<file path="config.mk">
export PLATFORM = sky130hd
export DESIGN_NAME = radio_module_discovery_sequencer_top
export DESIGN_NICKNAME = d
export VERILOG_FILES = /design/src/rtl/rmds_pkg.sv /design/src/rtl/radio_module_discovery_sequencer_top.sv /design/src/rtl/rmds_front.sv /design/src/rtl/rmds_back.sv
export SDC_FILE = /design/constraint.sdc
export NUM_CORES = 1
export LEC_CHECK = 0
export BUFFER_PORTS_ARGS = -buffer_cell sky130_fd_sc_hd__buf_4
export CORE_AREA = 2 2 226 228
export CTS_BUF_LIST = sky130_fd_sc_hd__clkbuf_8
export CTS_CLUSTER_SIZE = 16
export DETAILED_ROUTE_END_ITERATION = 10
export DIE_AREA = 0 0 228 230
export PLACE_DENSITY = 0.82
export SLEW_MARGIN = 25
export SYNTH_ARGS = -nofsm -noshare
export SYNTH_HDL_FRONTEND = slang
export SYNTH_SLANG_ARGS = --single-unit
export TNS_END_PERCENT = 50
</file>
<file path="constraint.sdc">
create_clock -name clk -period 6.05 [get_ports clk]
set_input_delay 1.21 -clock clk [delete_from_list [all_inputs] [get_ports clk]]
set_output_delay 1.21 -clock clk [all_outputs]
set_load 0.02 [all_outputs]
</file>
<file path="src/rtl/rmds_pkg.sv">
// Shared types, constants and helpers of the radio module discovery sequencer.
package rmds_pkg;

  // Table size and front queue depth
  localparam int RMDS_MAX_SLOTS = 16;
  localparam int RMDS_QDEPTH    = 2;

  // Register reset values
  localparam logic [15:0] BOOT_DELAY_RST     = 16'd3000;
  localparam logic [15:0] HEARTBEAT_RST      = 16'd1000;
  localparam logic [15:0] QUERY_INTERVAL_RST = 16'd500;
  localparam logic [7:0]  ATTEMPT_LIMIT_RST  = 8'd3;
  localparam logic [6:0]  CHUNKED_TYPE_RST   = 7'd9;

  // Stream packing widths
  localparam int IN_TDATA_W  = 72;
  localparam int OUT_TDATA_W = 24;
  localparam int CFG_INDEX_W = 3;
  localparam int CFG_DATA_W  = 16;

  typedef enum logic [1:0] {
    CMD_TICK  = 2'd0,
    CMD_INFO  = 2'd1,
    CMD_REPLY = 2'd2
  } cmd_t;

  typedef enum logic [1:0] {
    REQ_PING   = 2'd0,
    REQ_STATUS = 2'd1,
    REQ_READ   = 2'd2
  } req_kind_t;

  typedef enum logic [1:0] {
    PH_BOOT  = 2'd0,
    PH_PING  = 2'd1,
    PH_CONN  = 2'd2,
    PH_READY = 2'd3
  } link_phase_t;

  typedef enum logic {
    BK_FETCH = 1'b0,
    BK_EXEC  = 1'b1
  } back_state_t;

  typedef enum logic [CFG_INDEX_W-1:0] {
    CFG_BOOT_DELAY     = 3'd0,
    CFG_HEARTBEAT      = 3'd1,
    CFG_QUERY_INTERVAL = 3'd2,
    CFG_ATTEMPT_LIMIT  = 3'd3,
    CFG_CHUNKED_TYPE   = 3'd4
  } cfg_addr_t;

  typedef struct packed {
    logic [15:0] boot_delay;
    logic [15:0] heartbeat;
    logic [15:0] query_interval;
    logic [7:0]  attempt_limit;
    logic [6:0]  chunked_type;
  } cfg_t;

  typedef struct packed {
    cmd_t        cmd;
    logic [31:0] now_ms;
    logic        module_connected;
    logic        name_present;
    logic        info_complete;
    logic [7:0]  settings_total;
    logic [7:0]  field_id;
    logic [7:0]  chunks_left;
    logic [6:0]  value_type;
  } item_t;

  // Head of the front queue as seen by the back end
  typedef struct packed {
    logic  valid;
    item_t item;
  } q_head_t;

  typedef struct packed {
    req_kind_t  kind;
    logic [7:0] idx;
    logic [7:0] chunk;
    logic       last;
  } result_t;

  function automatic result_t make_result(req_kind_t kind, logic [7:0] idx,
                                          logic [7:0] chunk);
    result_t r;
    r.kind  = kind;
    r.idx   = idx;
    r.chunk = chunk;
    r.last  = 1'b0;
    return r;
  endfunction

endpackage

</file>
<file path="src/rtl/radio_module_discovery_sequencer_top.sv">
// Top level of the radio module discovery sequencer: registers, front and back ends.
//
//  channel   dir  handshake              payload
//  s_axis    in   s_axis_tvalid/tready   tdata item fields, tuser item kind
//  m_axis    out  m_axis_tvalid/tready   tdata request fields, tlast end of tick
//  cfg       in   cfg_valid/cfg_ready    cfg_index, cfg_data
//
// An item passes through fetch and then execute in the back end, so a new item
// is fetched only after the last one has executed; a tick with results holds the
// next item until its one or two requests have left the result buffer.
// Synchronous reset clears the phase, counters, slot count and both queues.
// Input stalls only when the two-entry front queue is full; cfg is always ready.
module radio_module_discovery_sequencer_top #(
  parameter int MAX_SLOTS = rmds_pkg::RMDS_MAX_SLOTS
) (
  input  logic                             clk,
  input  logic                             rst,
  input  logic                             s_axis_tvalid,
  output logic                             s_axis_tready,
  // now_ms[31:0], module_connected[32], name_present[33], info_complete[34],
  // settings_total[42:35], field_id[50:43], chunks_left[58:51],
  // value_type[65:59], zero[71:66]
  input  logic [rmds_pkg::IN_TDATA_W-1:0]  s_axis_tdata,
  // cmd[1:0]
  input  logic [1:0]                       s_axis_tuser,
  output logic                             m_axis_tvalid,
  input  logic                             m_axis_tready,
  // request_kind[1:0], read_index[9:2], read_chunk[17:10], zero[23:18]
  output logic [rmds_pkg::OUT_TDATA_W-1:0] m_axis_tdata,
  output logic                             m_axis_tlast,
  input  logic                             cfg_valid,
  output logic                             cfg_ready,
  input  logic [rmds_pkg::CFG_INDEX_W-1:0] cfg_index,
  input  logic [rmds_pkg::CFG_DATA_W-1:0]  cfg_data
);
  import rmds_pkg::*;

  cfg_t    cfg;
  q_head_t head;
  logic    pop;
  result_t res;

  // Write configuration registers
  assign cfg_ready = 1'b1;

  always_ff @(posedge clk) begin
    if (rst) begin
      cfg.boot_delay     <= BOOT_DELAY_RST;
      cfg.heartbeat      <= HEARTBEAT_RST;
      cfg.query_interval <= QUERY_INTERVAL_RST;
      cfg.attempt_limit  <= ATTEMPT_LIMIT_RST;
      cfg.chunked_type   <= CHUNKED_TYPE_RST;
    end else if (cfg_valid && cfg_ready) begin
      unique case (cfg_index)
        CFG_BOOT_DELAY:     cfg.boot_delay     <= cfg_data;
        CFG_HEARTBEAT:      cfg.heartbeat      <= cfg_data;
        CFG_QUERY_INTERVAL: cfg.query_interval <= cfg_data;
        CFG_ATTEMPT_LIMIT:  cfg.attempt_limit  <= cfg_data[7:0];
        CFG_CHUNKED_TYPE:   cfg.chunked_type   <= cfg_data[6:0];
        default:            cfg.boot_delay     <= cfg.boot_delay;
      endcase
    end
  end

  rmds_front u_front (
    .clk           (clk),
    .rst           (rst),
    .s_axis_tvalid (s_axis_tvalid),
    .s_axis_tready (s_axis_tready),
    .s_axis_tdata  (s_axis_tdata),
    .s_axis_tuser  (s_axis_tuser),
    .head          (head),
    .pop           (pop)
  );

  rmds_back #(
    .MAX_SLOTS (MAX_SLOTS)
  ) u_back (
    .clk       (clk),
    .rst       (rst),
    .cfg       (cfg),
    .head      (head),
    .pop       (pop),
    .out_valid (m_axis_tvalid),
    .out_ready (m_axis_tready),
    .out_res   (res)
  );

  // Pack the request
  assign m_axis_tdata = {6'd0, res.chunk, res.idx, res.kind};
  assign m_axis_tlast = res.last;

endmodule

</file>
<file path="src/rtl/rmds_front.sv">
// Front end: accepts stream transactions, drops unused kinds, queues the rest.
module rmds_front (
  input  logic                            clk,
  input  logic                            rst,
  input  logic                            s_axis_tvalid,
  output logic                            s_axis_tready,
  input  logic [rmds_pkg::IN_TDATA_W-1:0] s_axis_tdata,
  input  logic [1:0]                      s_axis_tuser,
  output rmds_pkg::q_head_t               head,
  input  logic                            pop
);
  import rmds_pkg::*;

  localparam int QPW = (RMDS_QDEPTH > 1) ? $clog2(RMDS_QDEPTH) : 1;
  localparam int QCW = $clog2(RMDS_QDEPTH + 1);

  item_t          q_mem [RMDS_QDEPTH];
  logic [QPW-1:0] wr_ptr;
  logic [QPW-1:0] rd_ptr;
  logic [QCW-1:0] count;

  item_t in_item;
  logic  kind_ok;
  logic  push;
  logic  do_pop;

  // Classify the kind and unpack the fields
  always_comb begin
    kind_ok = 1'b0;
    in_item.cmd = CMD_TICK;
    unique case (s_axis_tuser)
      CMD_TICK: begin
        kind_ok = 1'b1;
        in_item.cmd = CMD_TICK;
      end
      CMD_INFO: begin
        kind_ok = 1'b1;
        in_item.cmd = CMD_INFO;
      end
      CMD_REPLY: begin
        kind_ok = 1'b1;
        in_item.cmd = CMD_REPLY;
      end
      default: kind_ok = 1'b0;
    endcase
    in_item.now_ms           = s_axis_tdata[31:0];
    in_item.module_connected = s_axis_tdata[32];
    in_item.name_present     = s_axis_tdata[33];
    in_item.info_complete    = s_axis_tdata[34];
    in_item.settings_total   = s_axis_tdata[42:35];
    in_item.field_id         = s_axis_tdata[50:43];
    in_item.chunks_left      = s_axis_tdata[58:51];
    in_item.value_type       = s_axis_tdata[65:59];
  end

  assign s_axis_tready = (count != QCW'(RMDS_QDEPTH));
  assign push          = s_axis_tvalid && s_axis_tready && kind_ok;
  assign do_pop        = pop && (count != '0);

  assign head.valid = (count != '0);
  assign head.item  = q_mem[rd_ptr];

  // Advance pointers and fill count
  always_ff @(posedge clk) begin
    if (rst) begin
      wr_ptr <= '0;
      rd_ptr <= '0;
      count  <= '0;
    end else begin
      if (push) begin
        wr_ptr <= (wr_ptr == QPW'(RMDS_QDEPTH - 1)) ? '0 : wr_ptr + 1'b1;
      end
      if (do_pop) begin
        rd_ptr <= (rd_ptr == QPW'(RMDS_QDEPTH - 1)) ? '0 : rd_ptr + 1'b1;
      end
      if (push && !do_pop) begin
        count <= count + 1'b1;
      end else if (!push && do_pop) begin
        count <= count - 1'b1;
      end
    end
  end

  // Store the queued item
  always_ff @(posedge clk) begin
    if (push) begin
      q_mem[wr_ptr] <= in_item;
    end
  end

endmodule

</file>
<file path="src/rtl/rmds_back.sv">
// Back end: link phases, read pacing, slot table and result buffer.
module rmds_back #(
  parameter int MAX_SLOTS = rmds_pkg::RMDS_MAX_SLOTS
) (
  input  logic              clk,
  input  logic              rst,
  input  rmds_pkg::cfg_t    cfg,
  input  rmds_pkg::q_head_t head,
  output logic              pop,
  output logic              out_valid,
  input  logic              out_ready,
  output rmds_pkg::result_t out_res
);
  import rmds_pkg::*;

  localparam int IDX_W = (MAX_SLOTS > 1) ? $clog2(MAX_SLOTS) : 1;
  localparam int CNT_W = $clog2(MAX_SLOTS + 1);

  back_state_t bstate, bstate_next;
  item_t       work;

  link_phase_t phase, phase_next;
  logic [31:0] last_hb, last_hb_next;
  logic [31:0] last_q, last_q_next;
  logic [7:0]  sidx, sidx_next;
  logic [7:0]  chunk, chunk_next;
  logic [7:0]  attempts, attempts_next;
  logic [7:0]  total, total_next;
  logic        active, active_next;
  logic        named, named_next;
  logic [CNT_W-1:0] slot_count, slot_count_next;

  logic [7:0] slot_ids   [MAX_SLOTS];
  logic [6:0] slot_types [MAX_SLOTS];

  result_t o0, o1;
  logic    o0_valid, o1_valid;

  result_t r0, r1;
  logic    v0, v1;

  logic             fetch_now, exec_now;
  logic             hit, full, reply_ok, is_reply;
  logic [IDX_W-1:0] hit_idx, sel;
  logic [6:0]       cur_type;
  logic             slot_alloc, type_wr;
  logic             hb_due, q_due;
  logic [7:0]       att_inc;

  // Sequence fetch and execute
  assign fetch_now = (bstate == BK_FETCH) && head.valid && !o0_valid && !o1_valid;
  assign exec_now  = (bstate == BK_EXEC);
  assign pop       = fetch_now;

  always_comb begin
    bstate_next = bstate;
    unique case (bstate)
      BK_FETCH: if (fetch_now) bstate_next = BK_EXEC;
      BK_EXEC:  bstate_next = BK_FETCH;
      default:  bstate_next = BK_FETCH;
    endcase
  end

  // Look up the reply's ID over all live slots, lowest match wins
  always_comb begin
    hit     = 1'b0;
    hit_idx = '0;
    for (int i = MAX_SLOTS - 1; i >= 0; i--) begin
      if ((CNT_W'(i) < slot_count) && (slot_ids[i] == work.field_id)) begin
        hit     = 1'b1;
        hit_idx = IDX_W'(i);
      end
    end
  end

  assign full     = (slot_count == CNT_W'(MAX_SLOTS));
  assign reply_ok = hit || !full;
  assign sel      = hit ? hit_idx : slot_count[IDX_W-1:0];
  assign is_reply = exec_now && (work.cmd == CMD_REPLY);
  // A new slot starts at type zero unless this is a first chunk
  assign cur_type = (chunk == 8'd0) ? work.value_type : (hit ? slot_types[sel] : 7'd0);
  assign slot_alloc = is_reply && !hit && !full;
  assign type_wr    = is_reply && reply_ok && ((chunk == 8'd0) || !hit);

  assign hb_due  = (work.now_ms - last_hb) > {16'd0, cfg.heartbeat};
  assign q_due   = (work.now_ms - last_q) > {16'd0, cfg.query_interval};
  assign att_inc = attempts + 8'd1;

  // Work out the next state and the results of the current item
  always_comb begin
    phase_next      = phase;
    last_hb_next    = last_hb;
    last_q_next     = last_q;
    sidx_next       = sidx;
    chunk_next      = chunk;
    attempts_next   = attempts;
    total_next      = total;
    active_next     = active;
    named_next      = named;
    slot_count_next = slot_count;
    r0 = make_result(REQ_PING, 8'd0, 8'd0);
    r1 = make_result(REQ_PING, 8'd0, 8'd0);
    v0 = 1'b0;
    v1 = 1'b0;
    if (exec_now) begin
      unique case (work.cmd)
        CMD_TICK: begin
          unique case (phase)
            PH_BOOT: begin
              if (work.now_ms >= {16'd0, cfg.boot_delay}) phase_next = PH_PING;
            end
            PH_PING: begin
              if (hb_due) begin
                last_hb_next = work.now_ms;
                r0 = make_result(REQ_PING, 8'd0, 8'd0);
                v0 = 1'b1;
              end
              if (named) begin
                phase_next   = PH_CONN;
                last_hb_next = work.now_ms;
                sidx_next    = 8'd0;
                chunk_next   = 8'd0;
                active_next  = 1'b1;
                last_q_next  = work.now_ms;
                if (v0) begin
                  r1 = make_result(REQ_STATUS, 8'd0, 8'd0);
                  v1 = 1'b1;
                end else begin
                  r0 = make_result(REQ_STATUS, 8'd0, 8'd0);
                  v0 = 1'b1;
                end
              end
            end
            PH_CONN: begin
              if (hb_due) begin
                last_hb_next = work.now_ms;
                r0 = make_result(REQ_STATUS, 8'd0, 8'd0);
                v0 = 1'b1;
              end
              if (active && q_due) begin
                last_q_next = work.now_ms;
                if (sidx > total) begin
                  phase_next  = PH_READY;
                  active_next = 1'b0;
                end else begin
                  attempts_next = att_inc;
                  // Skip to the next index once the attempts run out
                  if (att_inc > cfg.attempt_limit) begin
                    chunk_next = 8'd0;
                    sidx_next  = sidx + 8'd1;
                  end
                  if (v0) begin
                    r1 = make_result(REQ_READ, sidx_next, chunk_next);
                    v1 = 1'b1;
                  end else begin
                    r0 = make_result(REQ_READ, sidx_next, chunk_next);
                    v0 = 1'b1;
                  end
                end
              end
            end
            PH_READY: begin
              if (hb_due) begin
                last_hb_next = work.now_ms;
                r0 = make_result(REQ_STATUS, 8'd0, 8'd0);
                v0 = 1'b1;
              end
            end
            default: phase_next = phase;
          endcase
          // Drop the module after this tick's requests
          if (!work.module_connected &&
              ((phase_next == PH_CONN) || (phase_next == PH_READY))) begin
            active_next     = 1'b0;
            slot_count_next = '0;
            named_next      = 1'b0;
            phase_next      = PH_PING;
          end
          if (v1) begin
            r1.last = 1'b1;
          end else if (v0) begin
            r0.last = 1'b1;
          end
        end
        CMD_INFO: begin
          named_next = work.name_present;
          if (work.info_complete) begin
            total_next      = work.settings_total;
            slot_count_next = '0;
          end
        end
        CMD_REPLY: begin
          if (reply_ok) begin
            if (slot_alloc) slot_count_next = slot_count + 1'b1;
            if (work.field_id == sidx) attempts_next = 8'd0;
            if ((cur_type == cfg.chunked_type) && (work.chunks_left != 8'd0)) begin
              chunk_next = chunk + 8'd1;
            end else begin
              chunk_next = 8'd0;
              sidx_next  = sidx + 8'd1;
            end
            last_q_next = 32'd0;
          end
        end
        default: phase_next = phase;
      endcase
    end
  end

  // Hold control state and the result buffer
  always_ff @(posedge clk) begin
    if (rst) begin
      bstate     <= BK_FETCH;
      phase      <= PH_BOOT;
      last_hb    <= '0;
      last_q     <= '0;
      sidx       <= '0;
      chunk      <= '0;
      attempts   <= '0;
      total      <= '0;
      active     <= 1'b0;
      named      <= 1'b0;
      slot_count <= '0;
      o0_valid   <= 1'b0;
      o1_valid   <= 1'b0;
    end else begin
      bstate     <= bstate_next;
      phase      <= phase_next;
      last_hb    <= last_hb_next;
      last_q     <= last_q_next;
      sidx       <= sidx_next;
      chunk      <= chunk_next;
      attempts   <= attempts_next;
      total      <= total_next;
      active     <= active_next;
      named      <= named_next;
      slot_count <= slot_count_next;
      if (exec_now) begin
        o0_valid <= v0;
        o1_valid <= v1;
      end else if (o0_valid && out_ready) begin
        o0_valid <= o1_valid;
        o1_valid <= 1'b0;
      end
    end
  end

  // Payload: working item, result slots and slot table
  always_ff @(posedge clk) begin
    if (fetch_now) work <= head.item;
    if (exec_now) begin
      o0 <= r0;
      o1 <= r1;
    end else if (o0_valid && out_ready) begin
      o0 <= o1;
    end
    if (slot_alloc) slot_ids[sel] <= work.field_id;
    if (type_wr) slot_types[sel] <= cur_type;
  end

  assign out_valid = o0_valid;
  assign out_res   = o0;

endmodule

</file>
==> flow_metrics.env <==
export IMPL_viasPerCell=6.02
export IMPL_clkTransAtPathRegs_ps=60
export IMPL_drv_slew=0
export IMPL_ys_seq_area_frac=0.565
export IMPL_start_util=0.638
export IMPL_worst_clock_skew_ps=37.8
export IMPL_fin_nets=3188
export IMPL_fmax_ghz=0.172
export IMPL_cts_root_buf="clkbuf_8"
export IMPL_synth_edf_count=482
export IMPL_first_pass_iters=5
export IMPL_cap_violations=0
export IMPL_critical_path_most_common_cell="a21oi_1"
export IMPL_synth_seq_cells=657
export IMPL_whs_ps=449
export IMPL_max_stage_delay_ps=410
export IMPL_grt_overflow=0
export IMPL_route_detailed_wl_per_inst_um=19.5
export IMPL_synth_top_cell_area_share=0.455
export IMPL_cts_num_sinks=657
export IMPL_met1_usage=0.358
export IMPL_synth_area_mm2=0.0318
export IMPL_stdcell_count=3712
export IMPL_worst_path_max_fanout=16
export IMPL_max_slew_margin=0.329
export IMPL_drive_gt1_frac=0.154
export IMPL_final_setup_viol_count=0
export IMPL_core_area_mm2=0.0499
export IMPL_outcome="finished clean"
export IMPL_dieArea_mm2=0.0524
export IMPL_syn_to_final_growth_pct=12.2
export IMPL_cts_made_buffers=103
export IMPL_die_h_um=230
export IMPL_grt_pass1_vias=22200
export IMPL_fillers=3429
export IMPL_htreeDepth=3
export IMPL_antenna_cells=0
export IMPL_yosys_warnings=0
export IMPL_grt_use_total=0.271
export IMPL_vias=22300
export IMPL_ir_drop_uv=258
export IMPL_grt_pass1_wl_mm=114
export IMPL_synthTopCellsByArea="edfxtp_1 (46%), dfxtp_1 (11%), ha_1 (5.4%)"
export IMPL_cp_arrival_ps=6400
export IMPL_slowest_stage="fa_1"
export IMPL_clock_latency_ps=730
export IMPL_crit_path_end_kind="register"
export IMPL_ios=126
export IMPL_die_w_um=228
export IMPL_routed_wl_mm=72.3
export IMPL_drc_errors=0
export IMPL_busiest_layer="met2"
export IMPL_ant_nets=0
export IMPL_avgSynthCellArea_um2=11.5
export IMPL_gp_congestion=0.915
export IMPL_worstMarginPinSlew_ps=1010
export IMPL_min_period_ps=5830
export IMPL_synth_flop_cell="edfxtp_1"
export IMPL_yosys_area_top_type="edfxtp_1"
export IMPL_hpwl_mm=49.4
export IMPL_worstSetupStartpointType="register"
export IMPL_fin_crit_sh=0.964
export IMPL_dp_slack_ps=66.6
export IMPL_finalHoldViolCount=0
export IMPL_dp_cells=3508
export IMPL_cts_buffer_depth=3
export IMPL_syn_inst=2771
export IMPL_synthArstFlopShare=0
export IMPL_power_density_mw_per_mm2=403
export IMPL_grt_max_degree=81
export IMPL_worstSetupPathType="reg2reg"
export IMPL_drt_iter0_markers=1845
export IMPL_antenna_found_initial=1
export IMPL_io_buffers=112
export IMPL_use_met2=0.458
export IMPL_required_ps=6620
export IMPL_cts_tree="built"
export IMPL_ctsHoldBuffers=0
export IMPL_netlist_cell_type_count=97
export IMPL_leakagePower_uw=0.0132
export IMPL_holdCritPathClass="reg2reg"
export IMPL_num_rows=82
export IMPL_fin_ws_ps=221
export IMPL_met3_usage=0.0464
-- cells in the mapped netlist (all sizes together), types with 32 or more instances --
master and n:
mux2i 74, a21o 42, xor2 80, mux2 73, and3 32, buf 52, nand3 87, nor3 38
nand2 239, ha 138, inv 181, xnor2 112, nand4 37, dfxtp 175, a21oi 179, edfxtp 482
nor2 215, nor4 32, clkbuf 67, o21ai 81
-- registers in the layout, indices dropped and copies added, names as in the netlist --
register           count
u_back.slot_types    112
u_back.last_hb        32
u_back.slot_count      5
u_back.out_res        19
u_front.wr_ptr         1
u_back.o1             19
u_back.chunk           8
u_back.bstate          1
cfg                   63
u_front.q_mem        136
u_back.attempts        8
u_back.last_q         32
u_back.o1_valid        1
u_back.active          1
u_back.slot_ids      128
u_back.phase           2
u_front.rd_ptr         1
u_back.sidx            8
u_back.total           8
u_back.work           68
u_back.out_valid       1
u_front.count          2
u_back.named           1
-- area by class of cell --
cell class,instances,area (um^2),share of cell area
Multi-Input combinational cell,1818,12600,0.354
Tap cell,672,841,0.0236
Timing Repair Buffer,188,1560,0.0436
Clock buffer,114,1570,0.0440
Sequential cell,657,18000,0.504
Clock inverter,81,417,0.0117
Inverter,182,683,0.0191
-- stage by stage --
step	total power [uW]	TNS (ps)	instance area, um^2	util
6_report	14400	0	35700	0.716
4_1_cts	14300	0	35500	0.712
3_3_place_gp	10500	0	33500	0.672
3_5_place_dp	10700	0	33500	0.672
2_1_floorplan	9370	0	31800	-
5_1_grt	15100	-1070	35700	0.716
-- routing by layer --
| metal | vias to the layer above | part of all wire |
|---|---|---|
| li1 | 10500 | - |
| met1 | 10800 | 0.41 |
| met2 | 907 | 0.48 |
| met3 | 155 | 0.081 |
| met4 | 0 | 0.023 |
| met5 | - | 0 |
-- path summary, 6_finish.rpt --
kind,from,to,slack (ps),cells after the start
worst max-delay path,u_back.work[34],u_back.last_hb[5],220,29
worst min-delay path,u_back.last_q[18],u_back.last_q[18],450,2
worst max register to register,u_back.work[34],u_back.last_hb[5],220,29
worst min register to register,u_back.last_q[18],u_back.last_q[18],450,2
-- placed cells by master, fill, tap and decap left out, types with 9 or more instances in the layout --
cell type / synthesis / final
a22oi_1: 13 / 13
o311ai_0: 9 / 9
inv_1: 181 / 219
mux2_2: 71 / 71
a22o_1: 17 / 17
buf_12: 0 / 10
and2_1: 13 / 13
mux2i_1: 74 / 74
a21o_1: 42 / 42
nand2b_1: 28 / 27
nor3_1: 35 / 34
o22ai_1: 10 / 10
ha_1: 138 / 137
o21bai_1: 14 / 14
nand4_1: 36 / 36
dfxtp_1: 175 / 174
xor2_1: 80 / 80
a31oi_1: 14 / 13
nor2b_1: 16 / 14
and3_1: 32 / 32
a21oi_1: 179 / 177
nor4_1: 31 / 28
clkinv_2: 0 / 14
edfxtp_1: 482 / 482
nor2_1: 215 / 214
or3_1: 11 / 11
xnor2_1: 111 / 111
o2bb2ai_1: 10 / 10
buf_4: 15 / 176
clkbuf_8: 0 / 114
nand2_1: 237 / 237
o21a_1: 17 / 17
o211ai_1: 19 / 19
o21ai_0: 76 / 75
nand3_1: 84 / 83
or2_2: 11 / 11
a211oi_1: 11 / 10
clkinv_1: 1 / 18
-- report_power, final --
| part | switching, uW | internal [uW] | total, uW |
|---|---|---|---|
| Combinational | 2870 | 1950 | 4820 |
| Sequential | 376 | 5630 | 6000 |
| Clock | 1730 | 1830 | 3550 |
-- worst max-delay path: cells and delay by family, from the launching register on --
kind                       cells  cell delay, ps
DFF                            1             380
xor gates and xnor gates       1             160
muxes                          1             270
AOI/OAI and AO/OA             13            2180
adders and majority gates      3             900
buffers and inverters          5             640
and+or+nand+nor                6            1080
-- cell families (layout without fill, tap and decap cells) --
| kind of cell | Yosys count | count (layout) | synth area share |
|---|---|---|---|
| and+or+nand+nor | 795 | 795 | 0.120 |
| DFF | 657 | 657 | 0.565 |
| AOI/OAI and AO/OA | 531 | 531 | 0.111 |
| buffers and inverters | 301 | 565 | 0.0415 |
| xor gates and xnor gates | 192 | 192 | 0.0531 |
| muxes | 153 | 153 | 0.0534 |
| adders and majority gates | 140 | 140 | 0.0556 |
| other | 2 | 7 | 0.000236 |
-- what timing repair did --
action / CTS / global route
buffers inserted: 0 / 7
gates resized for setup: 0 / 21
endpoints found under the setup margin: 0 / 128
Power figures use the tool's default switching activity.
